$ cat src/hdl/rwl_pkg.sv
// Shared types, codes and defaults for the reader-writer lock arbiter.
package rwl_pkg;

  // Default number of requesters; also the depth of each waiting queue
  localparam int unsigned NUM_REQ_DEF = 16;

  // Width of a requester number
  localparam int unsigned ID_W = 4;

  // Request commands
  localparam logic [1:0] CMD_ENTER_RD = 2'd0;
  localparam logic [1:0] CMD_EXIT_RD  = 2'd1;
  localparam logic [1:0] CMD_ENTER_WR = 2'd2;
  localparam logic [1:0] CMD_EXIT_WR  = 2'd3;

  // Result events
  localparam logic [2:0] EV_GRANT    = 3'd0;
  localparam logic [2:0] EV_QUEUED   = 3'd1;
  localparam logic [2:0] EV_RELEASED = 3'd2;
  localparam logic [2:0] EV_WOKEN    = 3'd3;
  localparam logic [2:0] EV_ERROR    = 3'd4;

  // Error kinds
  localparam logic [1:0] ERR_NONE = 2'd0;
  localparam logic [1:0] ERR_EXIT = 2'd1;
  localparam logic [1:0] ERR_FULL = 2'd2;

  // Input word
  typedef struct packed {
    logic [1:0]      command;
    logic [ID_W-1:0] requester;
  } req_t;

  // Output word
  typedef struct packed {
    logic [2:0]      event_res;
    logic [ID_W-1:0] client;
    logic            as_writer;
    logic [1:0]      error_kind;
    logic [4:0]      reader_count;
    logic            last;
  } res_t;

  // Operation on the active reader counter
  typedef enum logic [1:0] {
    RD_HOLD,
    RD_INC,
    RD_DEC
  } rd_op_e;

  // Waiting queue occupancy flags
  typedef struct packed {
    logic empty;
    logic single;
    logic full;
  } fifo_stat_t;

  // Active reader counter flags
  typedef struct packed {
    logic zero;
    logic one;
    logic full;
  } rd_stat_t;

endpackage

$ cat src/hdl/rwl_fifo.sv
// Waiting queue of requester numbers: circular memory with head, tail and count.
module rwl_fifo #(
  parameter int unsigned DEPTH = rwl_pkg::NUM_REQ_DEF
) (
  input  logic                      clk_i,
  input  logic                      rst_ni,
  input  logic                      push_i,
  input  logic                      pop_i,
  input  logic [rwl_pkg::ID_W-1:0]  wdata_i,
  output logic [rwl_pkg::ID_W-1:0]  rdata_o,
  output rwl_pkg::fifo_stat_t       stat_o
);
  import rwl_pkg::*;

  localparam int unsigned PW = (DEPTH > 1) ? $clog2(DEPTH) : 1;
  localparam int unsigned CW = $clog2(DEPTH + 1);

  logic [PW-1:0]   head_q, head_d;
  logic [PW-1:0]   tail_q, tail_d;
  logic [CW-1:0]   cnt_q, cnt_d;
  logic [ID_W-1:0] mem_q [DEPTH];
  logic [ID_W-1:0] rdata_q;

  function automatic logic [PW-1:0] wrap_inc(input logic [PW-1:0] p);
    return (p == PW'(DEPTH - 1)) ? '0 : p + PW'(1);
  endfunction

  // Advance pointers and occupancy
  always_comb begin
    head_d = pop_i  ? wrap_inc(head_q) : head_q;
    tail_d = push_i ? wrap_inc(tail_q) : tail_q;
    cnt_d  = cnt_q;
    if (push_i && !pop_i) begin
      cnt_d = cnt_q + CW'(1);
    end else if (pop_i && !push_i) begin
      cnt_d = cnt_q - CW'(1);
    end
  end

  always_ff @(posedge clk_i or negedge rst_ni) begin
    if (!rst_ni) begin
      head_q <= '0;
      tail_q <= '0;
      cnt_q  <= '0;
    end else begin
      head_q <= head_d;
      tail_q <= tail_d;
      cnt_q  <= cnt_d;
    end
  end

  // Write at tail, read head into a register
  always_ff @(posedge clk_i) begin
    if (push_i) begin
      mem_q[tail_q] <= wdata_i;
    end
    rdata_q <= mem_q[head_q];
  end

  assign rdata_o       = rdata_q;
  assign stat_o.empty  = (cnt_q == '0);
  assign stat_o.single = (cnt_q == CW'(1));
  assign stat_o.full   = (cnt_q == CW'(DEPTH));

endmodule

$ cat src/hdl/rwl_rdcnt.sv
// Active reader counter: shared increment, decrement and limit compare.
module rwl_rdcnt #(
  parameter int unsigned NUM_REQUESTERS = rwl_pkg::NUM_REQ_DEF
) (
  input  logic                                 clk_i,
  input  logic                                 rst_ni,
  input  rwl_pkg::rd_op_e                      op_i,
  output logic [$clog2(NUM_REQUESTERS+1)-1:0]  next_o,
  output rwl_pkg::rd_stat_t                    stat_o
);
  import rwl_pkg::*;

  localparam int unsigned CW = $clog2(NUM_REQUESTERS + 1);

  logic [CW-1:0] cnt_q, cnt_d;

  // Saturate at both ends
  always_comb begin
    cnt_d = cnt_q;
    case (op_i)
      RD_INC:  cnt_d = stat_o.full ? cnt_q : cnt_q + CW'(1);
      RD_DEC:  cnt_d = stat_o.zero ? cnt_q : cnt_q - CW'(1);
      default: cnt_d = cnt_q;
    endcase
  end

  always_ff @(posedge clk_i or negedge rst_ni) begin
    if (!rst_ni) begin
      cnt_q <= '0;
    end else begin
      cnt_q <= cnt_d;
    end
  end

  assign next_o      = cnt_d;
  assign stat_o.zero = (cnt_q == '0);
  assign stat_o.one  = (cnt_q == CW'(1));
  assign stat_o.full = (cnt_q == CW'(NUM_REQUESTERS));

endmodule

$ cat src/hdl/reader_writer_lock_arbiter_core.sv
// Reader-writer lock arbiter top level: request sequencer and result register.
// Takes one lock request word at a time (enter/exit read, enter/exit write) and
// answers with one or more result words, the final one marked by last. A request
// is taken in S_IDLE and decided in S_EXEC once the output register is free.
// A writer exit that wakes waiting readers emits one word per reader from
// S_DRAIN: the reader queue memory has one registered read port, so each wake
// pops the head and passes through S_GAP while the next head word is read.
// in_stall_o stays high from acceptance until the last result word is loaded
// into the output register; that register lets the next request be taken while
// a result still waits on out_stall_i. The waiting queues need no clearing pass.
module reader_writer_lock_arbiter_core #(
  parameter int unsigned NUM_REQUESTERS = rwl_pkg::NUM_REQ_DEF
) (
  input  logic          clk_i,
  input  logic          rst_ni,
  input  logic          in_valid_i,
  output logic          in_stall_o,
  input  rwl_pkg::req_t in_word_i,
  output logic          out_valid_o,
  input  logic          out_stall_i,
  output rwl_pkg::res_t out_word_o
);
  import rwl_pkg::*;

  localparam int unsigned CW = $clog2(NUM_REQUESTERS + 1);

  localparam logic [1:0] S_IDLE  = 2'd0;
  localparam logic [1:0] S_EXEC  = 2'd1;
  localparam logic [1:0] S_DRAIN = 2'd2;
  localparam logic [1:0] S_GAP   = 2'd3;

  logic [1:0]      state_q, state_d;
  req_t            req_q;
  logic            wr_hold_q, wr_hold_d;
  logic            out_valid_q, out_valid_d;
  res_t            out_q, out_d;
  res_t            res;
  logic            emit;
  logic            out_free;
  logic            in_take;

  rd_op_e          rd_op;
  logic [CW-1:0]   rd_next;
  logic [CW+4:0]   rd_next_ext;
  rd_stat_t        rd_stat;

  logic            rq_push, rq_pop, wq_push, wq_pop;
  logic [ID_W-1:0] rq_data, wq_data;
  fifo_stat_t      rq_stat, wq_stat;

  rwl_rdcnt #(
    .NUM_REQUESTERS(NUM_REQUESTERS)
  ) u_rdcnt (
    .clk_i  (clk_i),
    .rst_ni (rst_ni),
    .op_i   (rd_op),
    .next_o (rd_next),
    .stat_o (rd_stat)
  );

  rwl_fifo #(
    .DEPTH(NUM_REQUESTERS)
  ) u_rd_fifo (
    .clk_i   (clk_i),
    .rst_ni  (rst_ni),
    .push_i  (rq_push),
    .pop_i   (rq_pop),
    .wdata_i (req_q.requester),
    .rdata_o (rq_data),
    .stat_o  (rq_stat)
  );

  rwl_fifo #(
    .DEPTH(NUM_REQUESTERS)
  ) u_wr_fifo (
    .clk_i   (clk_i),
    .rst_ni  (rst_ni),
    .push_i  (wq_push),
    .pop_i   (wq_pop),
    .wdata_i (req_q.requester),
    .rdata_o (wq_data),
    .stat_o  (wq_stat)
  );

  assign in_stall_o = (state_q != S_IDLE);
  assign in_take    = in_valid_i && !in_stall_o;
  assign out_free   = !out_valid_q || !out_stall_i;

  // Sequence one request: decide, then drain woken readers one word at a time
  always_comb begin
    state_d       = state_q;
    wr_hold_d     = wr_hold_q;
    rd_op         = RD_HOLD;
    rq_push       = 1'b0;
    rq_pop        = 1'b0;
    wq_push       = 1'b0;
    wq_pop        = 1'b0;
    emit          = 1'b0;
    res           = '0;
    res.client    = req_q.requester;
    res.as_writer = (req_q.command == CMD_ENTER_WR) || (req_q.command == CMD_EXIT_WR);
    res.last      = 1'b1;
    res.event_res = EV_RELEASED;
    res.error_kind = ERR_NONE;

    unique case (state_q)
      S_IDLE: begin
        if (in_take) begin
          state_d = S_EXEC;
        end
      end
      S_EXEC: begin
        if (out_free) begin
          state_d = S_IDLE;
          emit    = 1'b1;
          case (req_q.command)
            CMD_ENTER_RD: begin
              if (!wr_hold_q && wq_stat.empty) begin
                if (rd_stat.full) begin
                  res.event_res  = EV_ERROR;
                  res.error_kind = ERR_FULL;
                end else begin
                  rd_op         = RD_INC;
                  res.event_res = EV_GRANT;
                end
              end else if (rq_stat.full) begin
                res.event_res  = EV_ERROR;
                res.error_kind = ERR_FULL;
              end else begin
                rq_push       = 1'b1;
                res.event_res = EV_QUEUED;
              end
            end
            CMD_EXIT_RD: begin
              if (rd_stat.zero) begin
                res.event_res  = EV_ERROR;
                res.error_kind = ERR_EXIT;
              end else begin
                rd_op = RD_DEC;
                if (rd_stat.one && !wq_stat.empty) begin
                  wq_pop        = 1'b1;
                  wr_hold_d     = 1'b1;
                  res.event_res = EV_WOKEN;
                  res.client    = wq_data;
                  res.as_writer = 1'b1;
                end else begin
                  res.event_res = EV_RELEASED;
                end
              end
            end
            CMD_ENTER_WR: begin
              if (rd_stat.zero && !wr_hold_q) begin
                wr_hold_d     = 1'b1;
                res.event_res = EV_GRANT;
              end else if (wq_stat.full) begin
                res.event_res  = EV_ERROR;
                res.error_kind = ERR_FULL;
              end else begin
                wq_push       = 1'b1;
                res.event_res = EV_QUEUED;
              end
            end
            CMD_EXIT_WR: begin
              if (!wr_hold_q) begin
                res.event_res  = EV_ERROR;
                res.error_kind = ERR_EXIT;
              end else if (!rq_stat.empty) begin
                wr_hold_d = 1'b0;
                emit      = 1'b0;
                state_d   = S_DRAIN;
              end else if (!wq_stat.empty) begin
                wq_pop        = 1'b1;
                res.event_res = EV_WOKEN;
                res.client    = wq_data;
              end else begin
                wr_hold_d     = 1'b0;
                res.event_res = EV_RELEASED;
              end
            end
            default: begin
              res.event_res = EV_RELEASED;
            end
          endcase
        end
      end
      S_DRAIN: begin
        if (out_free) begin
          emit          = 1'b1;
          rq_pop        = 1'b1;
          rd_op         = RD_INC;
          res.event_res = EV_WOKEN;
          res.client    = rq_data;
          res.as_writer = 1'b0;
          res.last      = rq_stat.single;
          state_d       = rq_stat.single ? S_IDLE : S_GAP;
        end
      end
      S_GAP: begin
        state_d = S_DRAIN;
      end
      default: begin
        state_d = S_IDLE;
      end
    endcase
  end

  // Load the output word, reader count taken after this word's update
  assign rd_next_ext = {5'b0, rd_next};

  always_comb begin
    out_valid_d = out_valid_q && out_stall_i;
    out_d       = out_q;
    if (emit) begin
      out_valid_d        = 1'b1;
      out_d              = res;
      out_d.reader_count = rd_next_ext[4:0];
    end
  end

  always_ff @(posedge clk_i or negedge rst_ni) begin
    if (!rst_ni) begin
      state_q     <= S_IDLE;
      wr_hold_q   <= 1'b0;
      out_valid_q <= 1'b0;
    end else begin
      state_q     <= state_d;
      wr_hold_q   <= wr_hold_d;
      out_valid_q <= out_valid_d;
    end
  end

  // Hold request and output payload
  always_ff @(posedge clk_i) begin
    if (in_take) begin
      req_q <= in_word_i;
    end
    out_q <= out_d;
  end

  assign out_valid_o = out_valid_q;
  assign out_word_o  = out_q;

`ifndef SYNTH
  // A writer never holds the lock together with active readers
  assert property (@(posedge clk_i) disable iff (!rst_ni)
    !(wr_hold_q && !rd_stat.zero))
    else $error("writer holds lock while readers are active");

  // Draining only runs while readers wait
  assert property (@(posedge clk_i) disable iff (!rst_ni)
    (state_q == S_DRAIN) |-> !rq_stat.empty)
    else $error("reader drain with empty reader queue");

  // Error kind is set only on error words
  assert property (@(posedge clk_i) disable iff (!rst_ni)
    (out_valid_o && (out_word_o.event_res != EV_ERROR)) |->
      (out_word_o.error_kind == ERR_NONE))
    else $error("error kind set on a non-error word");

  // No new request is taken while a wake sequence is in flight
  assert property (@(posedge clk_i) disable iff (!rst_ni)
    ((state_q == S_DRAIN) || (state_q == S_GAP)) |-> in_stall_o)
    else $error("request taken during reader drain");
`endif

endmodule
$ cat config.mk
export PLATFORM = sky130hd
export DESIGN_NAME = reader_writer_lock_arbiter_core
export DESIGN_NICKNAME = d
export VERILOG_FILES = /design/src/hdl/rwl_pkg.sv /design/src/hdl/rwl_fifo.sv /design/src/hdl/rwl_rdcnt.sv /design/src/hdl/reader_writer_lock_arbiter_core.sv
export SDC_FILE = /design/constraint.sdc
export NUM_CORES = 1
export LEC_CHECK = 0
export ABC_CLOCK_PERIOD_IN_PS = 8000
export BUFFER_PORTS_ARGS = -buffer_cell sky130_fd_sc_hd__buf_2
export CAP_MARGIN = 10
export CORE_MARGIN = 4
export CORE_UTILIZATION = 50
export CTS_CLUSTER_DIAMETER = 40
export CTS_CLUSTER_SIZE = 20
export DETAILED_ROUTE_END_ITERATION = 16
export HOLD_SLACK_MARGIN = 0.02
export PLACE_DENSITY = 0.75
export SLEW_MARGIN = 20
export SYNTH_ARGS = -nofsm -noshare
export SYNTH_HDL_FRONTEND = slang
export SYNTH_SLANG_ARGS = --single-unit
$ cat constraint.sdc
create_clock -name clk_i -period 8 [get_ports clk_i]
set_input_delay 1.2 -clock clk_i [delete_from_list [all_inputs] [get_ports clk_i]]
set_output_delay 1.2 -clock clk_i [all_outputs]
set_load 0.005 [all_outputs]
# --- After elaboration in Yosys (flattened, before gate mapping) ---
# Memory sizes are Yosys's and may differ from the RTL's. A register that Yosys moved wholly into a read port is not among the register bits.
# Index checks and enable logic that the tools add are counted.
totals:
  register_bits: 57
  ramBits: 128
  out_inout_bits: 18
  word_cells: 174
  mem_count: 2
memory_table:
  columns: ["name", "words", "word_bits", "read_ports", "rd_ports_with_merged_regs", "wr", "line_no", "source"]
  rows:
  - ["u_rd_fifo.mem_q", 16, 4, 1, 1, 1, "rwl_fifo.sv:21", "logic [ID_W-1:0] mem_q [DEPTH];"]
  - ["u_wr_fifo.mem_q", 16, 4, 1, 1, 1, "rwl_fifo.sv:21", null]
classes:
  addsub: 10
  n_eq_ne: 23
  n_mux: 88
  reduce_logical: 33
op_table:
  columns: ["cell", "n"]
  rows:
  - ["5-bit two-way mux", 8]
  - ["1-bit two-way mux", 39]
  - ["2-bit two-way mux", 14]
  - ["4-bit two-way mux", 6]
  - ["3-bit two-way mux", 7]
  - ["4-bit by 1-bit adder with 4-bit output (second input constant)", 4]
  - ["4-bit equality test (second input constant)", 4]
  - ["2-bit one-hot mux with 4 select lines", 2]
  - ["8-bit one-hot mux with 2 select lines", 1]
  - ["5-bit by 1-bit adder with 5-bit output (second input constant)", 3]
  - ["5-bit equality test (second input constant)", 3]
  - ["5-bit zero test", 3]
  - ["5-bit by 1-bit subtractor with 5-bit output (second input constant)", 3]
  - ["3-bit one-hot mux with 4 select lines", 1]
  - ["2-bit equality test (second input constant)", 5]
  - ["5-bit by 1-bit equality test with 1-bit output (second input constant)", 2]
  - ["10-bit two-way mux", 1]
  - ["2-bit != test (second input constant)", 5]
  - ["5-bit one-hot mux with 2 select lines", 1]
  - ["1-bit logical AND", 9]
  - ["1-bit zero test", 9]
  - ["2-bit one-hot mux with 2 select lines", 2]
  - ["4-bit one-hot mux with 2 select lines", 1]
  - ["7-bit two-way mux", 1]
  - ["12 further kinds", 20]

# --- Depth between registers and ports, before layout ---
# Gate-level depths: netlist of run 1.
depth:
  depth_word: 11
  mapped_depth: 15
  mapped_depth_nobuf: 13

# --- By module ---
# Synthesis of run 1 repeated with hierarchy kept, for this count alone.
unflattened:
  cells_unflattened: 632
  area_unflattened_um2: 8777.2
by_module_without_submodules:
  columns: ["module", "n_inst", "cells_per_inst", "area_each_um2", "seq_area_each_um2"]
  rows:
  - ["rwl_fifo at u_wr_fifo", 1, 223, 3413.3, 2327.2]
  - ["rwl_fifo at u_rd_fifo", 1, 207, 3358.2, 2327.2]
  - ["reader_writer_lock_arbiter_core", 1, 138, 1461.4, 760.7]
  - ["rwl_rdcnt", 1, 64, 544.3, 125.1]

# --- Worst setup path before layout of run 1 ---
# Ideal clock, no wire load.
synth_timing:
  path_kind: "in2reg"
  startpoint: "in out_stall_i"
  endpoint: "reg u_wr_fifo.cnt_q[4]"
  setup_time_ps: 80
  t_arrival_ps: 3455
  required_time_ps: 7920
  path_slack_ps: 4466
  cell_stages: 12
  path_buffers: 1
  cell_sequence: "a21bo_2 a21oi_1 nand2_1 inv_1 buf_4 ha_1 inv_1 fa_1 a21o_1 a21oi_1 mux2i_1 xnor2_1"
synth_via:
  elab_chain_len: 7
  elab_cells_between_ends: 12
  cone_classes: "mux: 5; reduce/logical: 7"
synth_rtl:
  columns: ["element", "line_no", "source"]
  rows:
  - ["start, declared", "reader_writer_lock_arbiter_core.sv:20", "input logic out_stall_i,"]
  - ["1-bit zero test *", "reader_writer_lock_arbiter_core.sv:87", "assign out_free = !out_valid_q || !out_stall_i;"]
  - ["1-bit logical OR *", "reader_writer_lock_arbiter_core.sv:87", null]
  - ["1-bit two-way mux *", "reader_writer_lock_arbiter_core.sv:113", "if (out_free) begin"]
  - ["1-bit two-way mux *", "reader_writer_lock_arbiter_core.sv:106", "unique case (state_q)"]
  - ["named net u_wr_fifo.push_i", "rwl_fifo.sv:7", "input logic push_i,"]
  - ["1-bit zero test", "rwl_fifo.sv:35", "end else if (pop_i && !push_i) begin"]
  - ["1-bit logical AND", "rwl_fifo.sv:35", null]
  - ["2-bit nonzero test (no line)", null, null]
  - ["end signal, assigned", "rwl_fifo.sv:48", "cnt_q <= cnt_d;"]
  - ["end, declared", "rwl_fifo.sv:20", "logic [CW-1:0] cnt_q, cnt_d;"]
# Mark *: on every way through the listed nets, which the timed path passes. The rest lies on a longest branch.
# A chain may end at the register's enable or synchronous reset.

# --- Worst setup path in the final report of run 1 ---
layout_timing:
  startpoint: "reg state_q[1]"
  endpoint: "reg u_wr_fifo.cnt_q[4]"
layout_via:
  elab_chain_len: 5
  elab_cells_between_ends: 9
  cone_classes: "eq/ne: 1; mux: 3; reduce/logical: 5"
layout_rtl:
  columns: ["element", "line_no", "source"]
  rows:
  - ["start, declared", "reader_writer_lock_arbiter_core.sv:32", "logic [1:0] state_q, state_d;"]
  - ["start signal, assigned", "reader_writer_lock_arbiter_core.sv:226", "state_q <= state_d;"]
  - ["2-bit by 1-bit equality test with 1-bit output *", "reader_writer_lock_arbiter_core.sv:106", null]
  - ["1-bit two-way mux", "reader_writer_lock_arbiter_core.sv:106", null]
  - ["1-bit zero test (on tied branches)", "rwl_fifo.sv:33, rwl_fifo.sv:35", null]
  - ["1-bit logical AND (on tied branches)", "rwl_fifo.sv:33, rwl_fifo.sv:35", null]
  - ["5-bit two-way mux / 2-bit nonzero test (equally long branches)", null, null]
# Every way passes the cells marked *; elsewhere a longest branch is shown, timed or not.

==> flow_summary.json, run 1 <==
{
  "initial_core_util_pct": 51.02,
  "max_cap_violations": 0,
  "path_class": "flip-flop to flip-flop",
  "p_per_area_nw_per_um2": 323.3,
  "viasPerCell": 6.047,
  "status": "finished, final reports clean",
  "grt_pass1_vias": 5047,
  "setup_ws_ns": 4.102,
  "synth_flop_cell": "edfxtp_1",
  "leakage_nw": 3.494,
  "clock_skew_ns": 0.009722,
  "num_antenna_cells": 0,
  "crit_fanout": 17,
  "totalPowerFinal_mw": 3.153,
  "root_buffer": "clkbuf_16",
  "grt_max_degree": 36,
  "route.met3.wl_um": 924,
  "fmax_ghz": 0.2565,
  "pre_cts_slack_ns": 3.934,
  "fp.dieArea_sq_um": 19840,
  "hold_violations": 0,
  "cp.required_ns": 8.36,
  "insertion_delay_ns": 0.43,
  "setup_viol": 0,
  "wire_per_inst_um": 19.82,
  "final_antenna_net_count": 0,
  "worst_slew_pin_slew_ns": 1.086,
  "syn_nets": 654,
  "period_minus_slack_ns": 3.898,
  "hold_slack_ns": 0.5220,
  "syn_area_sq_um": 8825,
  "nets": 672,
  "drt_first_iter_violations": 493,
  "fin_util_pct": 56.37,
  "grt_pass1_wl_um": 28110,
  "grt_antenna_before_repair": 0,
  "ys_seq_area_share_pct": 62.78,
  "ys_async_sr_fraction_pct": 18.13,
  "gp_congestion": 0.8869,
  "setup.worst_path.end_class": "flip-flop",
  "layout.cells.non_filler": 869,
  "synthCells": 613,
  "mostFrequentLayoutCell": "edfxtp_1",
  "synth_edf_count": 150,
  "met1_length_um": 7421,
  "grt_usage_pct": 18.18,
  "synth_seq_cells": 193,
  "yosysWarnings": 0,
  "synth_top_cell_by_area": "edfxtp_1",
  "arrival_ns": 4.26,
  "cts_sinks": 193,
  "routed.top_layer": "met4",
  "cts_buffers": 17,
  "max-vdd-ir-drop_mv": 0.1994,
  "cts_resized": 0,
  "post-cts-setup-buffers": 0,
  "floorplan.core_area_sq_um": 17300,
  "drive_above_1_share_pct": 16.15,
  "final_area_sq_um": 9751,
  "start_kind": "flip-flop",
  "path_clk_slew_ns": 0.07,
  "maxSlewViolCount": 0,
  "grt_overflow": 0,
  "cts_tree": "yes",
  "area_growth_pct": 10.49,
  "wl_met2_um": 8533,
  "die_h_um": 140.9,
  "cts_buffer_depth": 2,
  "synth_area_leaders": "edfxtp_1, dfrtp_1, mux4_2",
  "maxSlewHeadroom_pct": 26.57,
  "firstDrtPassIters": 6,
  "layout_worst_path_cycle_share_pct": 48.73,
  "routed_wl_um": 17220,
  "num_rows": 48,
  "totalNegativeSetupSlack_ns": 0,
  "yosysTopAreaCellShare_pct": 51.04,
  "synth.distinct_cells": 74,
  "hold_class": "flip-flop to flip-flop",
  "final_cell_mix": "edfxtp_1, nand2_1, dfrtp_1, ha_1, buf_2",
  "dpl.hpwl_um": 12010,
  "ios": 28,
  "post-place-cells": 835,
  "rsz0062_at_grt": "false",
  "place_area_sq_um": 9131,
  "vias": 5255,
  "die_w_um": 140.9,
  "port_buffers": 27,
  "drc": 0,
  "cts-hold-fix-buffers": 0,
  "cts_max_level": 4,
  "synth.avg_cell_area_sq_um": 14.40
}
## metal layers
metal / global-route usage (%) / up-vias
li1: - / 2431
met1: 25.46 / 2618
met2: 28.55 / 183
met3: 3.731 / 23
met4: 6.425 / 0
met5: 0 / -
## worst max-delay path, stage by stage (launching register included)
cell     delay [ns]
dfrtp_1        0.42
inv_1          0.11
ha_1           0.51
a21bo_2        0.35
a21oi_1        0.30
nand2_1        0.23
inv_1          0.40
ha_1           0.25
inv_1          0.11
fa_1           0.42
a21o_1         0.17
a21oi_1        0.17
mux2i_1        0.24
xnor2_1        0.13
## registers in the layout (all words and copies together) (netlist names), 5 cells and up
| signal | count |
|---|---|
| out_word_o | 16 |
| req_q | 6 |
| u_rdcnt.cnt_q | 5 |
| u_wr_fifo.mem_q | 64 |
| u_rd_fifo.mem_q | 64 |
| u_wr_fifo.cnt_q | 5 |
| u_rd_fifo.cnt_q | 5 |
## area by class of cell
type                    instances  area (sq um)
fillers                      1339          7546
flip-flops and latches        193          5540
multi-input cells             361          3049
clock buffers                  18         439.2
well taps                     225         281.5
repair buffers                 35         210.2
clock inverters                14         143.9
inverters                      23         86.33
## path summary, 6_finish.rpt
| check | startpoint | endpoint | slack, ns | cells after the start |
|---|---|---|---|---|
| max | state_q[1] | u_wr_fifo.cnt_q[4] | 4.10 | 13 |
| min | u_rd_fifo.cnt_q[4] | u_rd_fifo.cnt_q[4] | 0.52 | 1 |
| max reg2reg | state_q[1] | u_wr_fifo.cnt_q[4] | 4.10 | 13 |
| min reg2reg | u_rd_fifo.cnt_q[4] | u_rd_fifo.cnt_q[4] | 0.52 | 1 |
| max in group asynchronous | rst_ni | u_rdcnt.cnt_q[1] | 6.58 | 1 |
| min in group asynchronous | rst_ni | u_rd_fifo.cnt_q[4] | 0.86 | 1 |
## synthesized netlist by cell type, drive strengths merged, types with 10 or more instances
master	count
nor2	17
ha	30
inv	23
nand2	39
clkbuf	27
o21ai	23
a21oi	18
mux4	24
edfxtp	150
mux2i	19
nand3	15
nor2b	12
dfrtp	35
and3	10
## kinds of logic after synthesis
family                   share of synthesized area [%]
AO/OA/AOI/OAI                                    9.457
XOR/XNOR                                         1.290
adder cells (fa/ha/maj)                          4.480
buffers and inverters                            2.736
flip-flops                                       62.78
multiplexers                                     8.918
AND/OR/NAND/NOR                                  10.34
## where the power goes
group	total (mW)	leakage, nW	internal (mW)	switching, mW
Clock	0.833	0.287	0.449	0.384
Sequential	1.45	1.86	1.28	0.176
Combinational	0.866	1.35	0.377	0.489
Note: power is estimated with default switching activity, not from simulation.
==> run 2: changes to the inputs <==
- ABC_CLOCK_PERIOD_IN_PS: 8000 -> 3900
- clock period: 8 -> 3.9 ns (I/O delays scaled with it)
==> run 2 against run 1 <==
Effect of this change:
- register-to-register slack worse by 3.8 ns
- sequential power increased by 110%
- final area rose by 0.83%
- critical path type unchanged
- largest cell class unchanged
- count of clock-buffer cells in the layout stayed put
- final cell count grew 0.69%
- combinational power up 110%
- die area is the same
- critical path depth is the same
- highest routed layer unchanged
- maximum frequency rose by 9.0%
==> flow_summary.json, run 2 (synthesis results as in run 1) <==
{
  "p_per_area_nw_per_um2": 660.4,
  "die_w_um": 140.9,
  "critPathTopFamily": "simple AND/OR/NAND/NOR gates",
  "critical_path.slowest_cell": "or4_4",
  "initial_core_util_pct": 51.02,
  "leakage_nw": 3.532,
  "maxSlewHeadroom_pct": 29.78,
  "path_class": "flip-flop to flip-flop",
  "pwr-share-comb_pct": 27.4,
  "layout_worst_path_cycle_share_pct": 91.69,
  "grt_overflow": 0,
  "timing.rr.start": "u_rdcnt.cnt_q[0]",
  "ff2ff_path_depth": 13,
  "maxSlewViolCount": 0,
  "pwr-share-clk_pct": 25.8,
  "grt_pass1_vias": 5206,
  "final_antenna_net_count": 0,
  "drt_first_iter_violations": 503,
  "gp_congestion": 0.8801,
  "status": "finished, final reports clean",
  "max_cap_violations": 0,
  "p_int_mw": 4.343,
  "final_cell_mix": "edfxtp_1, nand2_1, dfrtp_1, ha_1, buf_2",
  "cts_sinks": 193,
  "crit_buf_inv": 3,
  "firstDrtPassIters": 5,
  "die_h_um": 140.9,
  "busiest_layer": "met2",
  "grt_pass1_wl_um": 27910,
  "use_met2_pct": 28.83,
  "port_buffers": 27,
  "path_clk_slew_ns": 0.07,
  "rsz0062_at_grt": "false",
  "routed_wl_um": 17370,
  "area_growth_pct": 11.41,
  "num_antenna_cells": 0,
  "cts_max_level": 4,
  "drc": 0,
  "wire_per_inst_um": 19.85,
  "cp.required_ns": 4.25,
  "r2r_end": "u_wr_fifo.cnt_q[4]",
  "crit_chain": "inv_1 -> ha_1 -> or4_4 -> o32a_4 -> nor3_4 -> inv_1 -> ha_1 -> inv_1 -> ha_1 -> a21o_1 -> a21oi_1 -> mux2i_1 -> xnor2_1",
  "ios": 28,
  "clock_skew_ns": 0.01119,
  "fmax_ghz": 0.2796,
  "p_sw_share_pct": 33.11,
  "floorplan.core_area_sq_um": 17300,
  "r2r_slack_ns": 0.32,
  "setup_viol": 0,
  "met1_usage_pct": 24.77,
  "arrival_ns": 3.92,
  "hold_violations": 0,
  "dpl.hpwl_um": 11840,
  "vias": 5298,
  "slowest_delay_ns": 0.57,
  "insertion_delay_ns": 0.43,
  "totalNegativeSetupSlack_ns": 0,
  "fp.dieArea_sq_um": 19840,
  "cts_tree": "yes",
  "multi_input_area_sq_um": 3043,
  "nets": 678,
  "grt_usage_pct": 17.97,
  "fillers": 1349,
  "max-vdd-ir-drop_mv": 0.4994,
  "grt_antenna_before_repair": 0,
  "cts_buffer_depth": 2,
  "met3_usage_pct": 4.240,
  "cts_buffers": 17,
  "period_minus_slack_ns": 3.576,
  "setup.worst_path.end_class": "flip-flop",
  "p_switching_mw": 2.150,
  "crit_fanout": 10,
  "worst_slew_pin_slew_ns": 1.039,
  "grt_max_degree": 36,
  "root_buffer": "clkbuf_16",
  "mostFrequentLayoutCell": "edfxtp_1",
  "num_rows": 48,
  "seqPwrFrac_pct": 46.8,
  "start_kind": "flip-flop",
  "hold_slack_ns": 0.2732,
  "drive_above_1_share_pct": 17.08,
  "seq_area_sq_um": 5543,
  "viasPerCell": 6.055,
  "hold_class": "input pin to asynchronous set/reset pin"
}
[run 2: cell count changes in the layout (fill, tap and decap cells not counted), sizes merged]
cell / before / now
clkinv: 4 / 6
inv: 31 / 28
buf: 35 / 41
clkinvlp: 1 / 2
[run 2: final cells by class]
cell class / instances / area share, %
tap: 225 / 2.863
clock buffer: 18 / 4.467
sequential: 193 / 56.38
multi-input combinational: 361 / 30.95
timing repair buffer: 41 / 3.131
clock inverter: 14 / 1.336
inverter: 23 / 0.8781
[run 2: power by group through the flow]
stage | Sequential (mW) | Combinational, mW | Clock [mW]
floorplan | 2.87 | 1.33 | 0
global placement | 3.09 | 1.62 | 0
detailed placement | 3.12 | 1.67 | 0
CTS | 3.08 | 1.68 | 1.70
global route | 3.09 | 1.96 | 1.80
finish | 3.04 | 1.78 | 1.68
[run 2: worst register-to-register path, cell delays in order, from the launching register on]
cell     delay [ns]
dfrtp_2        0.45
inv_1          0.08
ha_1           0.26
or4_4          0.57
o32a_4         0.42
nor3_4         0.24
inv_1          0.08
ha_1           0.21
inv_1          0.16
ha_1           0.30
a21o_1         0.19
a21oi_1        0.17
mux2i_1        0.23
xnor2_1        0.13
[run 2: timing repair]
item | CTS | global route
endpoints found under the setup margin | 0 | 2
gates resized for setup | 0 | 1
hold buffers | 0 | 0
endpoints found under the hold margin | 0 | 0
setup buffers | 0 | 1
[run 2: worst max-delay path by stage]
stage | slack, ns | end | depth (start not counted) | startpoint
3_5_place_dp | 0.18 | u_wr_fifo.cnt_q[4] | 13 | u_rdcnt.cnt_q[0]
4_1_cts | 0.15 | u_wr_fifo.cnt_q[4] | 13 | u_rdcnt.cnt_q[0]
5_1_grt | 0.11 | u_wr_fifo.cnt_q[4] | 13 | u_rdcnt.cnt_q[0]
2_1_floorplan | 0.37 | u_wr_fifo.cnt_q[4] | 14 | u_rdcnt.cnt_q[0]
3_3_place_gp | 0.30 | u_wr_fifo.cnt_q[4] | 13 | u_rdcnt.cnt_q[0]
6_report | 0.32 | u_wr_fifo.cnt_q[4] | 13 | u_rdcnt.cnt_q[0]
[run 2: per-layer routing]
metal  up-vias  share of wire (%)
li1       2440                  -
met2       188                 50
met3        30                5.2
met5         -                  0
met4         0                1.8
met1      2640                 43
[run 2: metrics by stage]
stage / utilization (%) / cells / power, mW / area [sq um] / worst slack [ns]
final: 56.84 / 875 / 6.493 / 9832 / 0.3240
after detailed placement: 52.92 / 838 / 4.797 / 9154 / 0.1771
after CTS: 56.22 / 870 / 6.465 / 9724 / 0.1525
after global placement: 52.92 / 838 / 4.707 / 9154 / 0.3034
after floorplan: - / 613 / 4.201 / 8825 / 0.3673
after global routing: 56.84 / 875 / 6.848 / 9832 / 0.1135
